===== config.mk =====
export PLATFORM = sky130hd
export DESIGN_NAME = asof_ctrl
export DESIGN_NICKNAME = d
export VERILOG_FILES = /design/src/hw/rtl/asof_pkg.sv /design/src/hw/rtl/asof_ctrl.sv
export SDC_FILE = /design/constraint.sdc
export NUM_CORES = 1
export LEC_CHECK = 0
export BUFFER_PORTS_ARGS = -buffer_cell sky130_fd_sc_hd__buf_2
export CAP_MARGIN = 10
export CORE_MARGIN = 5
export CORE_UTILIZATION = 49
export DETAILED_ROUTE_END_ITERATION = 7
export PLACE_DENSITY = 0.75
export SYNTH_ARGS = -nofsm -noshare
export SYNTH_HDL_FRONTEND = slang
export SYNTH_SLANG_ARGS = --single-unit

===== constraint.sdc =====
create_clock -name clk -period 9 [get_ports clk]
set_input_delay 1.35 -clock clk [delete_from_list [all_inputs] [get_ports clk]]
set_output_delay 1.35 -clock clk [all_outputs]
set_load 0.03 [all_outputs]

===== src/hw/rtl/asof_pkg.sv =====
// Shared constants and types for the as-of grouped predecessor search.
`timescale 1ns / 1ps

package asof_pkg;

    localparam int DEFAULT_TABLE_DEPTH = 1024;
    localparam int DATA_W              = 64;
    localparam int IDX_W               = 10;

    localparam logic [1:0] MODE_CLEAR  = 2'd0;
    localparam logic [1:0] MODE_APPEND = 2'd1;
    localparam logic [1:0] MODE_QUERY  = 2'd2;

    localparam logic [1:0] STATUS_FOUND   = 2'd0;
    localparam logic [1:0] STATUS_NOMATCH = 2'd1;
    localparam logic [1:0] STATUS_STORED  = 2'd2;
    localparam logic [1:0] STATUS_FULL    = 2'd3;

    typedef struct packed {
        logic [1:0]       status;
        logic [IDX_W-1:0] match_index;
        logic             last_result;
    } result_t;

endpackage


===== src/hw/rtl/asof_ctrl.sv =====
// Sequencer that clears and appends entries and runs the three binary searches over the table.
`timescale 1ns / 1ps

module asof_ctrl
    import asof_pkg::*;
#(
    parameter int TABLE_DEPTH = DEFAULT_TABLE_DEPTH,
    parameter int ADDR_W      = $clog2(TABLE_DEPTH),
    parameter int CNT_W       = $clog2(TABLE_DEPTH + 1)
) (
    input  logic                     clk,
    input  logic                     rst_n,
    input  logic                     in_valid,
    output logic                     in_ready,
    input  logic [1:0]               in_mode,
    input  logic signed [DATA_W-1:0] in_key,
    input  logic signed [DATA_W-1:0] in_time,
    input  logic                     in_last,
    output logic                     wr_en,
    output logic [ADDR_W-1:0]        wr_addr,
    output logic signed [DATA_W-1:0] wr_key,
    output logic signed [DATA_W-1:0] wr_time,
    output logic [ADDR_W-1:0]        rd_addr,
    input  logic signed [DATA_W-1:0] rd_key,
    input  logic signed [DATA_W-1:0] rd_time,
    output logic                     res_valid,
    input  logic                     res_ready,
    output result_t                  res
);

    typedef enum logic [2:0] {
        ST_IDLE,
        ST_LOWER,
        ST_CHECK,
        ST_UPPER,
        ST_PRED,
        ST_RESULT
    } state_t;

    state_t                   state_reg, state_next;
    logic [CNT_W-1:0]         count_reg, count_next;
    logic [CNT_W-1:0]         lo_reg, lo_next;
    logic [CNT_W-1:0]         hi_reg, hi_next;
    logic [CNT_W-1:0]         mid_reg, mid_next;
    logic [CNT_W-1:0]         start_reg, start_next;
    logic signed [DATA_W-1:0] key_reg, key_next;
    logic signed [DATA_W-1:0] time_reg, time_next;
    result_t                  res_reg, res_next;

    logic                     go;
    logic [CNT_W-1:0]         step_lo;
    logic [CNT_W-1:0]         step_hi;
    logic [CNT_W-1:0]         step_mid;
    logic                     more;
    logic [CNT_W-1:0]         found_idx;
    logic [IDX_W+CNT_W-1:0]   found_wide;

    always_comb
    begin
        case (state_reg)
            ST_LOWER: go = rd_key < key_reg;
            ST_UPPER: go = rd_key <= key_reg;
            default:  go = rd_time <= time_reg;
        endcase
        step_lo    = go ? mid_reg + CNT_W'(1) : lo_reg;
        step_hi    = go ? hi_reg : mid_reg;
        step_mid   = step_lo + ((step_hi - step_lo) >> 1);
        more       = step_lo < step_hi;
        found_idx  = step_lo - CNT_W'(1);
        found_wide = {{IDX_W{1'b0}}, found_idx};
    end

    always_comb
    begin
        state_next = state_reg;
        count_next = count_reg;
        lo_next    = lo_reg;
        hi_next    = hi_reg;
        mid_next   = mid_reg;
        start_next = start_reg;
        key_next   = key_reg;
        time_next  = time_reg;
        res_next   = res_reg;
        in_ready   = 1'b0;
        wr_en      = 1'b0;

        case (state_reg)
            ST_IDLE:
            begin
                in_ready = 1'b1;
                if (in_valid)
                begin
                    key_next   = in_key;
                    time_next  = in_time;
                    state_next = ST_RESULT;
                    res_next   = '{status: STATUS_NOMATCH, match_index: '0, last_result: 1'b0};
                    case (in_mode)
                        MODE_CLEAR:
                        begin
                            count_next      = '0;
                            res_next.status = STATUS_STORED;
                        end
                        MODE_APPEND:
                        begin
                            if (count_reg == CNT_W'(TABLE_DEPTH))
                            begin
                                res_next.status = STATUS_FULL;
                            end
                            else
                            begin
                                wr_en           = 1'b1;
                                count_next      = count_reg + CNT_W'(1);
                                res_next.status = STATUS_STORED;
                            end
                        end
                        MODE_QUERY:
                        begin
                            res_next.last_result = in_last;
                            if (count_reg != '0)
                            begin
                                lo_next    = '0;
                                hi_next    = count_reg;
                                mid_next   = count_reg >> 1;
                                state_next = ST_LOWER;
                            end
                        end
                        default:
                        begin
                            res_next.status = STATUS_NOMATCH;
                        end
                    endcase
                end
            end
            ST_LOWER:
            begin
                lo_next = step_lo;
                hi_next = step_hi;
                if (more)
                begin
                    mid_next = step_mid;
                end
                else if (step_lo >= count_reg)
                begin
                    state_next = ST_RESULT;
                end
                else
                begin
                    mid_next   = step_lo;
                    state_next = ST_CHECK;
                end
            end
            ST_CHECK:
            begin
                if (rd_key != key_reg)
                begin
                    state_next = ST_RESULT;
                end
                else
                begin
                    start_next = lo_reg;
                    hi_next    = count_reg;
                    mid_next   = lo_reg + ((count_reg - lo_reg) >> 1);
                    state_next = ST_UPPER;
                end
            end
            ST_UPPER:
            begin
                lo_next = step_lo;
                hi_next = step_hi;
                if (more)
                begin
                    mid_next = step_mid;
                end
                else if (step_lo > start_reg)
                begin
                    lo_next    = start_reg;
                    hi_next    = step_lo;
                    mid_next   = start_reg + ((step_lo - start_reg) >> 1);
                    state_next = ST_PRED;
                end
                else
                begin
                    state_next = ST_RESULT;
                end
            end
            ST_PRED:
            begin
                lo_next = step_lo;
                hi_next = step_hi;
                if (more)
                begin
                    mid_next = step_mid;
                end
                else
                begin
                    if (step_lo > start_reg)
                    begin
                        res_next.status      = STATUS_FOUND;
                        res_next.match_index = found_wide[IDX_W-1:0];
                    end
                    state_next = ST_RESULT;
                end
            end
            ST_RESULT:
            begin
                if (res_ready)
                begin
                    state_next = ST_IDLE;
                end
            end
            default:
            begin
                state_next = ST_IDLE;
            end
        endcase
    end

    always_ff @(posedge clk or negedge rst_n)
    begin
        if (!rst_n)
        begin
            state_reg <= ST_IDLE;
            count_reg <= '0;
            lo_reg    <= '0;
            hi_reg    <= '0;
            mid_reg   <= '0;
            start_reg <= '0;
            key_reg   <= '0;
            time_reg  <= '0;
            res_reg   <= '0;
        end
        else
        begin
            state_reg <= state_next;
            count_reg <= count_next;
            lo_reg    <= lo_next;
            hi_reg    <= hi_next;
            mid_reg   <= mid_next;
            start_reg <= start_next;
            key_reg   <= key_next;
            time_reg  <= time_next;
            res_reg   <= res_next;
        end
    end

    assign wr_addr   = count_reg[ADDR_W-1:0];
    assign wr_key    = in_key;
    assign wr_time   = in_time;
    assign rd_addr   = mid_next[ADDR_W-1:0];
    assign res_valid = (state_reg == ST_RESULT);
    assign res       = res_reg;

endmodule


==> out/metrics.cfg, run 1 <==
[status]
status = completed

[drt]
drt-initial-drc-count = 1438
ant_nets = 0
drc = 0
drtPass1Iterations = 5
num_vias = 15500
drt-wirelength-per-cell_um = 21.8
wl_mm = 58.9
vias_per_cell = 5.71

[run]
cap_violations = 0

[logic_synthesis]
syn_nets = 2412
synth_edf_count = 0
synthTopCellsByCount = 224 x nand2_1, 217 x inv_1, 204 x ha_1, 199 x dfrtp_1, 190 x o21ai_0
ys_warn_count = 0
ys_seq_area_frac = 0.307
synth_top_cell_by_area = dfrtp_1
synthMostInstantiatedCell = nand2_1
ys_ff_latch = 199
ys_async_sr_fraction = 1.00
syn_area_per_cell_um2 = 8.36
synth.distinct_cells = 78
synth_cells = 1940
yosysTopAreaCellShare = 0.307
synth_area_leaders = dfrtp_1 31%, ha_1 16%, buf_4 6.9%
ys.flop_type = dfrtp_1
syn_area_mm2 = 0.0162

[timing]
hold_viol = 0
fin_skew_ns = 0.0141
slew_viol_final = 0
final-setup-viol-count = 0
period_needed_ns = 8.79
worst_pin_slew_ns = 0.998
fmax_mhz = 114
hold_slack_ns = 0.491
fin_tns_setup_ns = 0
period_share = 0.977
relSlewSlack = 0.334

[floorplan]
fp.dieW_um = 192
die-area_mm2 = 0.0368
pin_count = 427
coreArea_mm2 = 0.0326
start_util = 0.497
rows = 66
fp.dieH_um = 192

[hold_path]
hold_start = res[5]$_DFFE_PN0P_
min_path_cells = 1
hold_class = flop to flop

[clock_tree]
cts_tree = yes
clkLatencyLatePin_ns = 0.45
clock_path_buffers = 2
cts_root_buffer = clkbuf_16
cts.sinks = 199
h-tree-depth = 4
hold_buffers = 0
clk_pin_slew_ns = 0.07
cts_inserted_buffers = 17

[grt]
grt_start_max_net_pins = 256
first_global_vias = 15000
grt_antenna_before_repair = 6
grt_pass1_wl_mm = 86.1
grtUsageTotal = 0.309
grt_overflow = 0

[cells_and_area]
drive_above_1_share = 0.257
final_core_util = 0.579
area_growth_pct = 16.5
finalNetCount = 2720

[critical_path]
max_stage_delay_ns = 0.59
crit_family = compound AO/OA/AOI/OAI gates
cp.depth = 30
cp_num_buf_inv = 5
critPathArrivalTime_ns = 7.44
worst_path_max_delay_cell = or4_4
ff2ff_path_depth = 30
critPathCaptureType = output pin
startpoint = rd_time[28]
start_kind = input pin
critical_path_class = input pin to output pin
cp.required_ns = 7.65
critPathMaxFanout = 8
reg2reg_from = time_reg[30]$_DFFE_PN0P_

[placement]
gp_congestion = 1.00
port-buffer-count = 426
dp_hpwl_mm = 48.0

## timing repair
| item | 4_1_cts | 5_1_grt |
|---|---|---|
| endpoints found under the setup margin | 0 | 10 |
| resized for setup | 0 | 43 |
| setup buffers | 0 | 3 |
## layout by cell type (no fill, tap or decap), types with 5 or more instances in the layout
master,instances
buf_2,423
nand2_1,224
inv_1,217
ha_1,200
dfrtp_1,199
o21ai_0,187
a21oi_1,121
nor2_1,81
buf_4,76
xnor2_1,51
nand3_1,34
nand4_1,32
a21o_1,31
o221ai_1,27
nor3_1,23
xor2_1,23
nor2b_1,17
a211oi_1,17
clkbuf_16,17
nor4_1,16
mux2i_1,16
nand2b_1,15
o21bai_1,12
a21oi_2,11
o22ai_1,10
o21a_1,10
and4_1,9
o21ai_1,9
mux2_1,8
o32ai_1,7
o211ai_1,6
a221o_1,6
a21boi_0,6
o31ai_1,6
and3_1,5
clkbuf_8,5
## per-stage QoR
stage          worst slack [ns]  instance area, µm²  instances
2_1_floorplan             0.397               16200       1940
3_3_place_gp              0.202               18100       2667
3_5_place_dp             0.0649               18100       2667
4_1_cts                 0.00564               18700       2698
5_1_grt                 -0.0380               18900       2702
6_report                  0.209               18900       2704
## final timing paths
path                       slack [ns]                  endpoint
max                              0.21                rd_addr[9]
min                              0.49        res[5]$_DFFE_PN0P_
max reg2reg                      2.38   mid_reg[10]$_DFFE_PN0P_
min reg2reg                      0.49        res[5]$_DFFE_PN0P_
max in group asynchronous        5.99        res[6]$_DFFE_PN0P_
min in group asynchronous        0.93  time_reg[44]$_DFFE_PN0P_
## logic make-up after synthesis
family	count (synthesis)	share of synthesized area
buffers and inverters	432	0.135
AO/OA/AOI/OAI	515	0.197
adder cells (fa/ha/maj)	210	0.164
XOR/XNOR	75	0.0405
flip-flops	199	0.307
multiplexers	31	0.0210
AND/OR/NAND/NOR	478	0.136
## routing by layer
layer	up-vias	global-route usage	part of all wire
li1	7210	-	-
met4	10	0.148	0.051
met2	682	0.512	0.47
met3	154	0.0669	0.083
met1	7397	0.384	0.40
met5	-	0	0.00080
## area by class of cell
class,instances,area (µm²)
antenna,2,5.00
inverter,217,815
timing repair buffer,504,2760
sequential,199,4980
clock inverter,7,45.0
tap,442,553
clock buffer,24,492
multi-input combinational,1309,9250
fill,2986,13700
Power of run 1 is not shown: default switching activity piles up to over one toggle a cycle in this logic, so the estimate is an artifact.
==> run 2: changes to the inputs <==
- CORE_UTILIZATION: 49 -> 55
- PLACE_DENSITY: 0.75 -> 0.83
==> run 2 against run 1 <==
Against the previous run:
- critical endpoint unchanged
- highest routed layer is now met4
- sequential share of layout area is 0.38 points higher
- critical path depth is 1 higher
- via count grew 0.42%
==> out/metrics.cfg, run 2 (synthesis gave the netlist of run 1 again) <==
[drt]
drt-initial-drc-count = 1658
ant_nets = 0
drt-wirelength-per-cell_um = 22.8
num_vias = 15500
drtPass1Iterations = 7
vias_per_cell = 5.91
wl_mm = 59.8
drc = 0

[cells_and_area]
final_common_cell = buf_2
finalNetCount = 2697
area_growth_pct = 14.9
layout_common_cells = 423 x buf_2, 224 x nand2_1, 217 x inv_1
drive_above_1_share = 0.244
instances_no_fill = 2624

[floorplan]
pin_count = 427
die-area_mm2 = 0.0330
rows = 62
start_util = 0.560
coreArea_mm2 = 0.0289
fp.dieW_um = 182
fp.dieH_um = 182

[critical_path]
cp.required_ns = 7.65
worst_path_max_delay_cell = fa_1
crit_family = compound AO/OA/AOI/OAI gates
critPathCaptureType = output pin
critical_path_class = input pin to output pin
cp_num_buf_inv = 6
start_kind = input pin
critPathMaxFanout = 4
critPathArrivalTime_ns = 7.42
max_stage_delay_ns = 0.43
cp_common_cell = buf_4

[timing]
final-setup-viol-count = 0
hold_slack_ns = 0.494
fmax_mhz = 114
fin_skew_ns = 0.0139
period_needed_ns = 8.77
worst_pin_slew_ns = 1.09
relSlewSlack = 0.264
slew_viol_final = 0
hold_viol = 0
period_share = 0.974

[grt]
grt_pass1_wl_mm = 89.6
grt_antenna_before_repair = 1
grt_start_max_net_pins = 107
grtUsageTotal = 0.349
first_global_vias = 15500
grt_overflow = 0

[hold_path]
hold_class = flop to flop

[clock_tree]
cts_root_buffer = clkbuf_16
clock_path_buffers = 2
clk_pin_slew_ns = 0.07
hold_buffers = 0
clkLatencyLatePin_ns = 0.45
h-tree-depth = 4
cts_tree = yes
cts.sinks = 199
cts_inserted_buffers = 17

[status]
status = completed

[run]
cap_violations = 0

[placement]
place_inst = 2589
port-buffer-count = 426
gp_congestion = 1.03
dp_hpwl_mm = 48.6

[run 2: metrics by stage]
step / worst slack, ns / setup TNS (ns) / cell area, µm² / utilization
after floorplan: 0.397 / 0 / 16200 / -
after global placement: 0.310 / 0 / 17900 / 0.619
after detailed placement: 0.158 / 0 / 17900 / 0.619
after CTS: 0.121 / 0 / 18500 / 0.639
after global routing: -0.0466 / -0.0925 / 18600 / 0.644
final: 0.230 / 0 / 18600 / 0.644
[run 2: final timing paths]
| kind | cells past startpoint | from | slack (ns) | to |
|---|---|---|---|---|
| min in group asynchronous | 1 | rst_n | 0.93 | time_reg[55]$_DFFE_PN0P_ |
| min reg2reg | 1 | res[8]$_DFFE_PN0P_ | 0.49 | res[8]$_DFFE_PN0P_ |
| max in group asynchronous | 2 | rst_n | 6.72 | time_reg[30]$_DFFE_PN0P_ |
| max | 31 | rd_time[63] | 0.23 | rd_addr[9] |
| max reg2reg | 25 | time_reg[63]$_DFFE_PN0P_ | 2.52 | lo_reg[7]$_DFFE_PN0P_ |
| min | 1 | res[8]$_DFFE_PN0P_ | 0.49 | res[8]$_DFFE_PN0P_ |
[run 2: cell type report]
cell class | count | area [µm²]
fill | 2522 | 10300
multi-input combinational | 1309 | 9160
sequential | 199 | 4980
timing repair buffer | 481 | 2600
inverter | 217 | 815
tap | 384 | 480
clock buffer | 21 | 450
clock inverter | 11 | 136
antenna | 2 | 5.00
[run 2: layer usage]
metal	share of wire	up-vias	track usage	routed length, µm
met5	0	-	0	0
met4	0.078	0	0.227	4690
met3	0.083	175	0.0522	4940
met2	0.46	802	0.571	27800
met1	0.37	7378	0.430	22400
li1	-	7163	-	-
[run 2: what timing repair did]
item | in CTS | in global routing
buffers inserted | 0 | 1
setup endpoints to repair | 0 | 6
endpoints found under the hold margin | 0 | 0
gates resized for setup | 0 | 31
Power of run 2 is left out for the same reason.
