--- src/hw/rtl/asof_pkg.sv ---
// Shared constants and types for the as-of grouped predecessor search.
`timescale 1ns / 1ps

package asof_pkg;

    localparam int DEFAULT_TABLE_DEPTH = 1024;
    localparam int DATA_W              = 64;
    localparam int IDX_W               = 10;

    localparam logic [1:0] MODE_CLEAR  = 2'd0;
    localparam logic [1:0] MODE_APPEND = 2'd1;
    localparam logic [1:0] MODE_QUERY  = 2'd2;

    localparam logic [1:0] STATUS_FOUND   = 2'd0;
    localparam logic [1:0] STATUS_NOMATCH = 2'd1;
    localparam logic [1:0] STATUS_STORED  = 2'd2;
    localparam logic [1:0] STATUS_FULL    = 2'd3;

    typedef struct packed {
        logic [1:0]       status;
        logic [IDX_W-1:0] match_index;
        logic             last_result;
    } result_t;

endpackage

--- src/hw/rtl/asof_if.sv ---


interface asof_out_if;
    logic       valid;
    logic       ready;
    logic [1:0] status;
    logic [9:0] match_index;
    logic       last_result;

    modport source (output valid, output status, output match_index,
                    output last_result, input ready);
    modport sink (input valid, input status, input match_index,
                  input last_result, output ready);
endinterface

--- src/hw/rtl/asof_out_reg.sv ---
// Output register that holds one result word until the sink takes it.
`timescale 1ns / 1ps

module asof_out_reg
    import asof_pkg::*;
(
    input  logic       clk,
    input  logic       rst_n,
    input  logic       res_valid,
    output logic       res_ready,
    input  result_t    res,
    asof_out_if.source out_ch
);

    logic    valid_reg;
    result_t word_reg;

    assign res_ready = !valid_reg || out_ch.ready;

    always_ff @(posedge clk or negedge rst_n)
    begin
        if (!rst_n)
        begin
            valid_reg <= 1'b0;
        end
        else if (res_ready)
        begin
            valid_reg <= res_valid;
        end
    end

    always_ff @(posedge clk)
    begin
        if (res_ready && res_valid)
        begin
            word_reg <= res;
        end
    end

    assign out_ch.valid       = valid_reg;
    assign out_ch.status      = word_reg.status;
    assign out_ch.match_index = word_reg.match_index;
    assign out_ch.last_result = word_reg.last_result;

endmodule

--- src/flat_wrapper.sv ---
// flat-port wrapper written by rule: the top's interface ports become plain ports
module asof_out_reg_flat import asof_pkg::*;
  (clk, rst_n, res_valid, res_ready, res, out_ch_valid, out_ch_status, out_ch_match_index, out_ch_last_result, out_ch_ready);
  asof_out_if out_ch_i ();
  input  logic clk;
  input  logic rst_n;
  input  logic res_valid;
  output logic res_ready;
  input  result_t res;
  output wire logic [$bits(out_ch_i.valid)-1:0] out_ch_valid;
  output wire logic [$bits(out_ch_i.status)-1:0] out_ch_status;
  output wire logic [$bits(out_ch_i.match_index)-1:0] out_ch_match_index;
  output wire logic [$bits(out_ch_i.last_result)-1:0] out_ch_last_result;
  input wire logic [$bits(out_ch_i.ready)-1:0] out_ch_ready;
  assign out_ch_valid = out_ch_i.valid;
  assign out_ch_status = out_ch_i.status;
  assign out_ch_match_index = out_ch_i.match_index;
  assign out_ch_last_result = out_ch_i.last_result;
  assign out_ch_i.ready = out_ch_ready;
  asof_out_reg u_core (.clk(clk), .rst_n(rst_n), .res_valid(res_valid), .res_ready(res_ready), .res(res), .out_ch(out_ch_i));
endmodule
--- config.mk ---
export PLATFORM = sky130hd
export DESIGN_NAME = asof_out_reg_flat
export DESIGN_NICKNAME = d
export VERILOG_FILES = /design/src/hw/rtl/asof_pkg.sv /design/src/hw/rtl/asof_if.sv /design/src/hw/rtl/asof_out_reg.sv /design/src/flat_wrapper.sv
export SDC_FILE = /design/constraint.sdc
export NUM_CORES = 1
export LEC_CHECK = 0
export ABC_AREA = 0
export BUFFER_PORTS_ARGS = -buffer_cell sky130_fd_sc_hd__buf_2
export CAP_MARGIN = 15
export CORE_AREA = 3 3 40 42
export DETAILED_ROUTE_END_ITERATION = 7
export DIE_AREA = 0 0 43 45
export GPL_TIMING_DRIVEN = 0
export MAX_ROUTING_LAYER = met4
export PLACE_DENSITY = 0.72
export SYNTH_ARGS = -nofsm -noshare
export SYNTH_HDL_FRONTEND = slang
export SYNTH_SLANG_ARGS = --single-unit
--- constraint.sdc ---
create_clock -name clk -period 1.4 [get_ports clk]
set_clock_uncertainty 0.15 [all_clocks]
set_input_delay 0.14 -clock clk [delete_from_list [all_inputs] [get_ports clk]]
set_output_delay 0.14 -clock clk [all_outputs]
set_load 0.01 [all_outputs]
==> key figures, run 1 <==
Outcome
  • Outcome: finished clean

Floorplan
  • Row count: 13
  • Initial Util: 0.3457
  • Die height: 45 um
  • Die area: 1935 sq um
  • Core area: 1285 sq um
  • Die span in x: 43 um
  • I/O pins: 32

Worst setup path
  • Crit start category: input pin
  • Worst R2R End: u_core.out_ch.match_index[5]
  • CP Data Arrival Time: 1.05 ns
  • Reg2Reg Setup Slack: 0.23 ns
  • Worst R2R Path Depth: 2
  • Worst Path Max Fanout: 3
  • WS Path Type: input pin to primary output
  • Cell mode on critical path: buf_2
  • RR Startpoint: u_core.out_ch.valid
  • Critical Path RT: 1.11 ns
  • Cell Chain, Critical Path: dlygate4sd3_1, buf_2, nand2b_4, buf_2
  • Worst path max stage delay: 0.53 ns
  • Setup crit end kind: primary output
  • Slowest CP cell: dlygate4sd3_1

Layout
  • Multi-input logic area: 28.78 sq um
  • P&R area growth vs syn: 81.13%
  • Antenna cells: 0
  • Fill cells: 100
  • Max reg flops: 10
  • Layout net count: 86
  • Area occupied by registers: 415.4 sq um
  • Layout cells sized above 1: 0.5294
  • Commonest non-fill, non-tap cell in the layout: buf_2
  • Fin util: 0.6261
  • Most frequent cells in the layout: buf_2 (31), dlygate4sd3_1 (16), edfxtp_1 (13)

CTS
  • CTS Buffer Depth: 2
  • Setup Buffers After CTS: 0
  • CTS Sinks: 14
  • Clk slew on worst S/H paths: 0.07 ns
  • H-tree lvl count: 1
  • CTS tree: built
  • Clk_lat worst skew: 0.26 ns
  • CTS Root Cell: clkbuf_4
  • CTS Buf Count: 3

Power and ir drop
  • Leakage: 0.3532 nW
  • Power Dens Cells: 1024 nW/um^2
  • Peak VDD IR: 651.8 uV

Synthesis
  • Cells after Synth: 17
  • Register bit count reported by yosys: 14
  • Sequential fraction of the synthesis area: 0.9352
  • Synth area leader: edfxtp_1
  • Synthesized area: 444.2 sq um
  • Synth warnings: 0
  • Share of the synthesized area in the top cell type: 0.8789
  • Synth area leaders: edfxtp_1 (88%), dfrtp_1 (5.6%), nand2b_4 (3.1%), and2_4 (2.0%), nand2b_1 (1.4%)
  • Post-synth net total: 34
  • Syn_area_per_cell: 26.13 sq um
  • Unique masters post-synth: 5

STA
  • Max-slew headroom: 0.8890
  • Final hold vios: 0
  • Setup Viol. Count Final: 0
  • Fin. max-slew vios: 0
  • Max frequency: 0.7437 GHz
  • Setup TNS Final: 0 ns
  • Fin crit share: 0.9605
  • Unrepaired setup endpoints after global routing: false
  • Min Tclk post-route: 1.345 ns
  • Worst-margin pin slew: 0.1665 ns

Route
  • Wire per inst: 11.18 um
  • DR vias: 350
  • DRT iter0 DRCs: 4
  • Residual DRC: 0
  • Vias per cell: 4.217
  • Final ANT Viol Nets: 0
  • Drt total wl: 928 um
  • First-pass DRT Iterations: 4

Place
  • Port buffer count: 31
  • RePlAce Congestion: 0.6179

Global route
  • Largest net degree at the start of global routing: 14
  • Vias in the first global route: 366
  • Total track usage: 0.1116
  • First-pass GRT wire length: 1490 um
  • Antenna violations before repair: 0
  • Overflow after GRT: 0

Worst hold path
  • Min-Delay Path Class: input pin to async pin

Job
  • Max-capacitance violation count: 0
cell type report:
type	instances	area share
tap	15	0.02333
multi-input combinational	3	0.03577
sequential	14	0.5163
clock buffer	4	0.03266
timing repair buffer	47	0.3919
power by group:
group	total (W)	switching [W]	internal (W)
logic	0.000109	0.0000433	0.0000660
registers	0.000490	0.00000592	0.000484
clock network	0.000224	0.000114	0.000110
total	0.000824	0.000163	0.000660
synth_stat cells, drive strengths merged:
cell,count
nand2b,2
and2,1
dfrtp,1
edfxtp,13
logic make-up (layout without fill, tap and decap cells):
kind of cell,Yosys count,in the layout,synth area share
simple gates,3,3,0.06479
buf+inv,0,51,0
flops,14,14,0.9352
how the worst max path moves through the flow:
stage	from	slack [ns]	to
2_1_floorplan	u_core.out_ch.valid	0.20	u_core.out_ch.last_result
3_3_place_gp	u_core.out_ch.valid	0.24	u_core.out_ch.match_index[0]
3_5_place_dp	u_core.out_ch.valid	0.23	u_core.out_ch.match_index[5]
4_1_cts	out_ch_ready	0.06	res_ready
5_1_grt	out_ch_ready	0.03	res_ready
6_report	out_ch_ready	0.06	res_ready
timing repair:
action | 4_1_cts | 5_1_grt
gates resized for setup | 0 | 0
hold buffers | 16 | 0
hold endpoints to repair | 15 | 0
worst max-delay path, delay by kind of cell:
family                 cells  cell delay (ns)
buffers and inverters      3             0.78
AND/OR/NAND/NOR            1             0.13
routing by layer:
layer  GRT usage  up-vias  part of all wire
met1      0.1137      153              0.38
met3     0.05179        2              0.14
met4     0.03614        0             0.012
li1            -      167                 -
met2      0.1916       28              0.47
met5           -        -                 0
metrics by stage:
stage / area (sq um) / hold slack [ns] / power (W) / setup slack [ns] / std cells
floorplan: 444.2 / -0.3056 / 0.0005293 / 0.1987 / 17
global placement: 618.1 / -0.2345 / 0.0005731 / 0.2357 / 63
detailed placement: 618.1 / -0.2330 / 0.0005749 / 0.2304 / 63
CTS: 804.5 / 0.005774 / 0.0008341 / 0.05652 / 83
global route: 804.5 / 0.03021 / 0.0008727 / 0.03134 / 83
finish: 804.5 / 0.02831 / 0.0008235 / 0.05535 / 83
Note: power is estimated with default switching activity, not from simulation.
==> run 2: changes to the inputs <==
--- a/config.mk
+++ b/config.mk
@@ -7,13 +7,13 @@
 export LEC_CHECK = 0
 export ABC_AREA = 0
 export BUFFER_PORTS_ARGS = -buffer_cell sky130_fd_sc_hd__buf_2
-export CAP_MARGIN = 15
-export CORE_AREA = 3 3 40 42
+export CORE_MARGIN = 3
+export CORE_UTILIZATION = 33
 export DETAILED_ROUTE_END_ITERATION = 7
-export DIE_AREA = 0 0 43 45
 export GPL_TIMING_DRIVEN = 0
 export MAX_ROUTING_LAYER = met4
-export PLACE_DENSITY = 0.72
+export PLACE_DENSITY = 0.74
+export REMOVE_ABC_BUFFERS = 1
 export SYNTH_ARGS = -nofsm -noshare
 export SYNTH_HDL_FRONTEND = slang
 export SYNTH_SLANG_ARGS = --single-unit
==> constraint.sdc (replaced) <==
create_clock -name clk -period 1.15 [get_ports clk]
set_clock_uncertainty 0.15 [all_clocks]
set_input_delay 0.115 -clock clk [delete_from_list [all_inputs] [get_ports clk]]
set_output_delay 0.115 -clock clk [all_outputs]
set_load 0.01 [all_outputs]
==> run 2 against run 1 <==
  * The run now ends with negative setup slack left
  * Utilization rose by 7.2 points
  * Clock power rose by 53%
  * Die area fell by 5.8%
==> key figures, run 2 (synthesis gave the netlist of run 1 again) <==
Layout
  • Layout net count: 87 (was 86)
  • Antenna cells: 0 (unchanged)
  • Most frequent cells in the layout: buf_2 (30), dlygate4sd3_1 (16), edfxtp_1 (13) (was buf_2 (31), dlygate4sd3_1 (16), edfxtp_1 (13))
  • Commonest non-fill, non-tap cell in the layout: buf_2 (unchanged)
  • P&R area growth vs syn: 86.48% (was 81.13%)
  • Max reg flops: 10 (unchanged)
  • Fill cells: 84 (was 100)
  • Layout cells sized above 1: 0.5507 (was 0.5294)
  • Area occupied by registers: 415.4 sq um (unchanged)
  • Multi-input logic area: 37.54 sq um (was 28.78 sq um)

Place
  • Pre-CTS setup slack: -0.04399 ns (was 0.2304 ns)
  • RePlAce Congestion: 0.6020 (was 0.6179)
  • Port buffer count: 31 (unchanged)

Floorplan
  • Core area: 1186 sq um (was 1285 sq um)
  • Row count: 12 (was 13)
  • Die area: 1822 sq um (was 1935 sq um)
  • Die span in x: 42.69 um (was 43 um)
  • Initial Util: 0.3745 (was 0.3457)
  • I/O pins: 32 (unchanged)
  • Die height: 42.69 um (was 45 um)

Worst hold path
  • Min-Delay Path Class: input pin to register (was input pin to async pin)
  • Hold Crit Endpoint: u_core.out_ch.valid
  • Min-Delay Path Depth: 3
  • Startpoint of the worst hold path: out_ch_ready

CTS
  • Clk_lat worst skew: 0.27 ns (was 0.26 ns)
  • Setup Buffers After CTS: 0 (unchanged)
  • CTS Buf Count: 3 (unchanged)
  • Hold Buf Count CTS: 16 (unchanged)
  • Clk slew on worst S/H paths: 0.08 ns (was 0.07 ns)
  • CTS Buffer Depth: 2 (unchanged)
  • CTS tree: built (unchanged)
  • CTS Sinks: 14 (unchanged)
  • CTS Root Cell: clkbuf_4 (unchanged)
  • H-tree lvl count: 1 (unchanged)

Global route
  • First-pass GRT wire length: 1849 um (was 1490 um)
  • Total track usage: 0.1508 (was 0.1116)
  • Vias in the first global route: 356 (was 366)
  • Antenna violations before repair: 0 (unchanged)
  • Largest net degree at the start of global routing: 9 (was 14)
  • Overflow after GRT: 0 (unchanged)

STA
  • Final hold vios: 0 (unchanged)
  • Fin. max-slew vios: 0 (unchanged)
  • Setup Viol. Count Final: 1 (was 0)
  • Fin crit share: 1.003
  • Setup ws final: -0.003687 ns (was 0.05535 ns)
  • Worst-margin pin slew: 0.1238 ns (was 0.1665 ns)
  • Min Tclk post-route: 1.154 ns
  • Setup TNS Final: -0.003687 ns (was 0 ns)
  • Max frequency: 0.8668 GHz
  • Hold_ws: 0.01751 ns (was 0.02831 ns)
  • Max-slew headroom: 0.9175 (was 0.8890)
  • Unrepaired setup endpoints after global routing: true (was false)

Route
  • Vias per cell: 4.181 (was 4.217)
  • Wire per inst: 14.54 um (was 11.18 um)
  • First-pass DRT Iterations: 4 (unchanged)
  • Final ANT Viol Nets: 0 (unchanged)
  • Drt total wl: 1207 um (was 928 um)
  • DR vias: 347 (was 350)
  • Residual DRC: 0 (unchanged)
  • DRT iter0 DRCs: 3 (was 4)

Worst setup path
  • CP Data Arrival Time: 0.89 ns (was 1.05 ns)
  • RR Startpoint: u_core.out_ch.valid (unchanged)
  • Worst R2R End: u_core.out_ch.match_index[7] (was u_core.out_ch.match_index[5])
  • Worst R2R Path Depth: 2 (unchanged)
  • Critical Path RT: 0.88 ns (was 1.11 ns)
  • Setup crit end kind: primary output (unchanged)
  • WS Path Type: register to primary output (was input pin to primary output)
  • Reg2Reg Setup Slack: -0.004 ns (was 0.23 ns)
  • Worst Path Max Fanout: 4 (was 3)
  • Crit start category: register (was input pin)

Power and ir drop
  • Power Dens Cells: 1310 nW/um^2 (was 1024 nW/um^2)
  • Leakage: 0.3665 nW (was 0.3532 nW)
  • Peak VDD IR: 905.1 uV (was 651.8 uV)

Outcome
  • Failing checks: negative setup slack
  • Outcome: finished with violations (was finished clean)

Job
  • Max-capacitance violation count: 0 (unchanged)
==> run 2: worst max path at each step <==
stage               cells past startpoint                         to                 from  slack [ns]
global route                            2                  res_ready  u_core.out_ch.valid       -0.06
floorplan                               2  u_core.out_ch.last_result  u_core.out_ch.valid       -0.05
global placement                        2  u_core.out_ch.last_result  u_core.out_ch.valid       -0.02
detailed placement                      2    u_core.out_ch.status[0]  u_core.out_ch.valid       -0.04
CTS                                     2                  res_ready  u_core.out_ch.valid       -0.03
finish                                  2                  res_ready  u_core.out_ch.valid      -0.004
==> run 2: routing by layer <==
metal | part of all wire | track usage | vias to the layer above | routed length, um
met5 | 0 | - | - | 0
met4 | 0 | 0.01863 | 0 | 0
met3 | 0.079 | 0.05932 | 0 | 95
met2 | 0.61 | 0.2754 | 18 | 737
met1 | 0.31 | 0.1543 | 158 | 374
li1 | - | - | 171 | -
==> run 2: cell type report <==
cell class,instances,share of cell area
Multi-Input combinational cell,4,0.04532
Sequential cell,14,0.5015
Tap cell,14,0.02115
Clock buffer,4,0.04381
Timing Repair Buffer,47,0.3882
==> run 2: metrics by stage <==
| stage | power (W) | util | cell area, sq um | instances |
|---|---|---|---|---|
| after floorplan | 0.0006443 | - | 444.2 | 17 |
| after global placement | 0.0006970 | 0.5200 | 616.8 | 62 |
| after detailed placement | 0.0007027 | 0.5200 | 616.8 | 62 |
| after CTS | 0.001076 | 0.6920 | 820.8 | 83 |
| after global routing | 0.001137 | 0.6983 | 828.3 | 83 |
| final | 0.001085 | 0.6983 | 828.3 | 83 |
==> run 2: report_power, final <==
part	internal (W)	leakage, nW	switching, W
logic	0.0000864	0.211	0.0000589
clock network	0.000192	0.0210	0.000149
registers	0.000590	0.135	0.00000823
total	0.000868	0.366	0.000217
==> run 2: critical path: stages, from the launching register on <==
cell and delay, ns:
dfrtp_1 0.41, nand2b_4 0.10, buf_6 0.10
==> run 2: timing repair <==
action,4_1_cts,5_1_grt
endpoints found under the setup margin,14,15
pin swaps,1,0
endpoints found under the hold margin,15,1
resized for setup,0,2
cloned,1,0
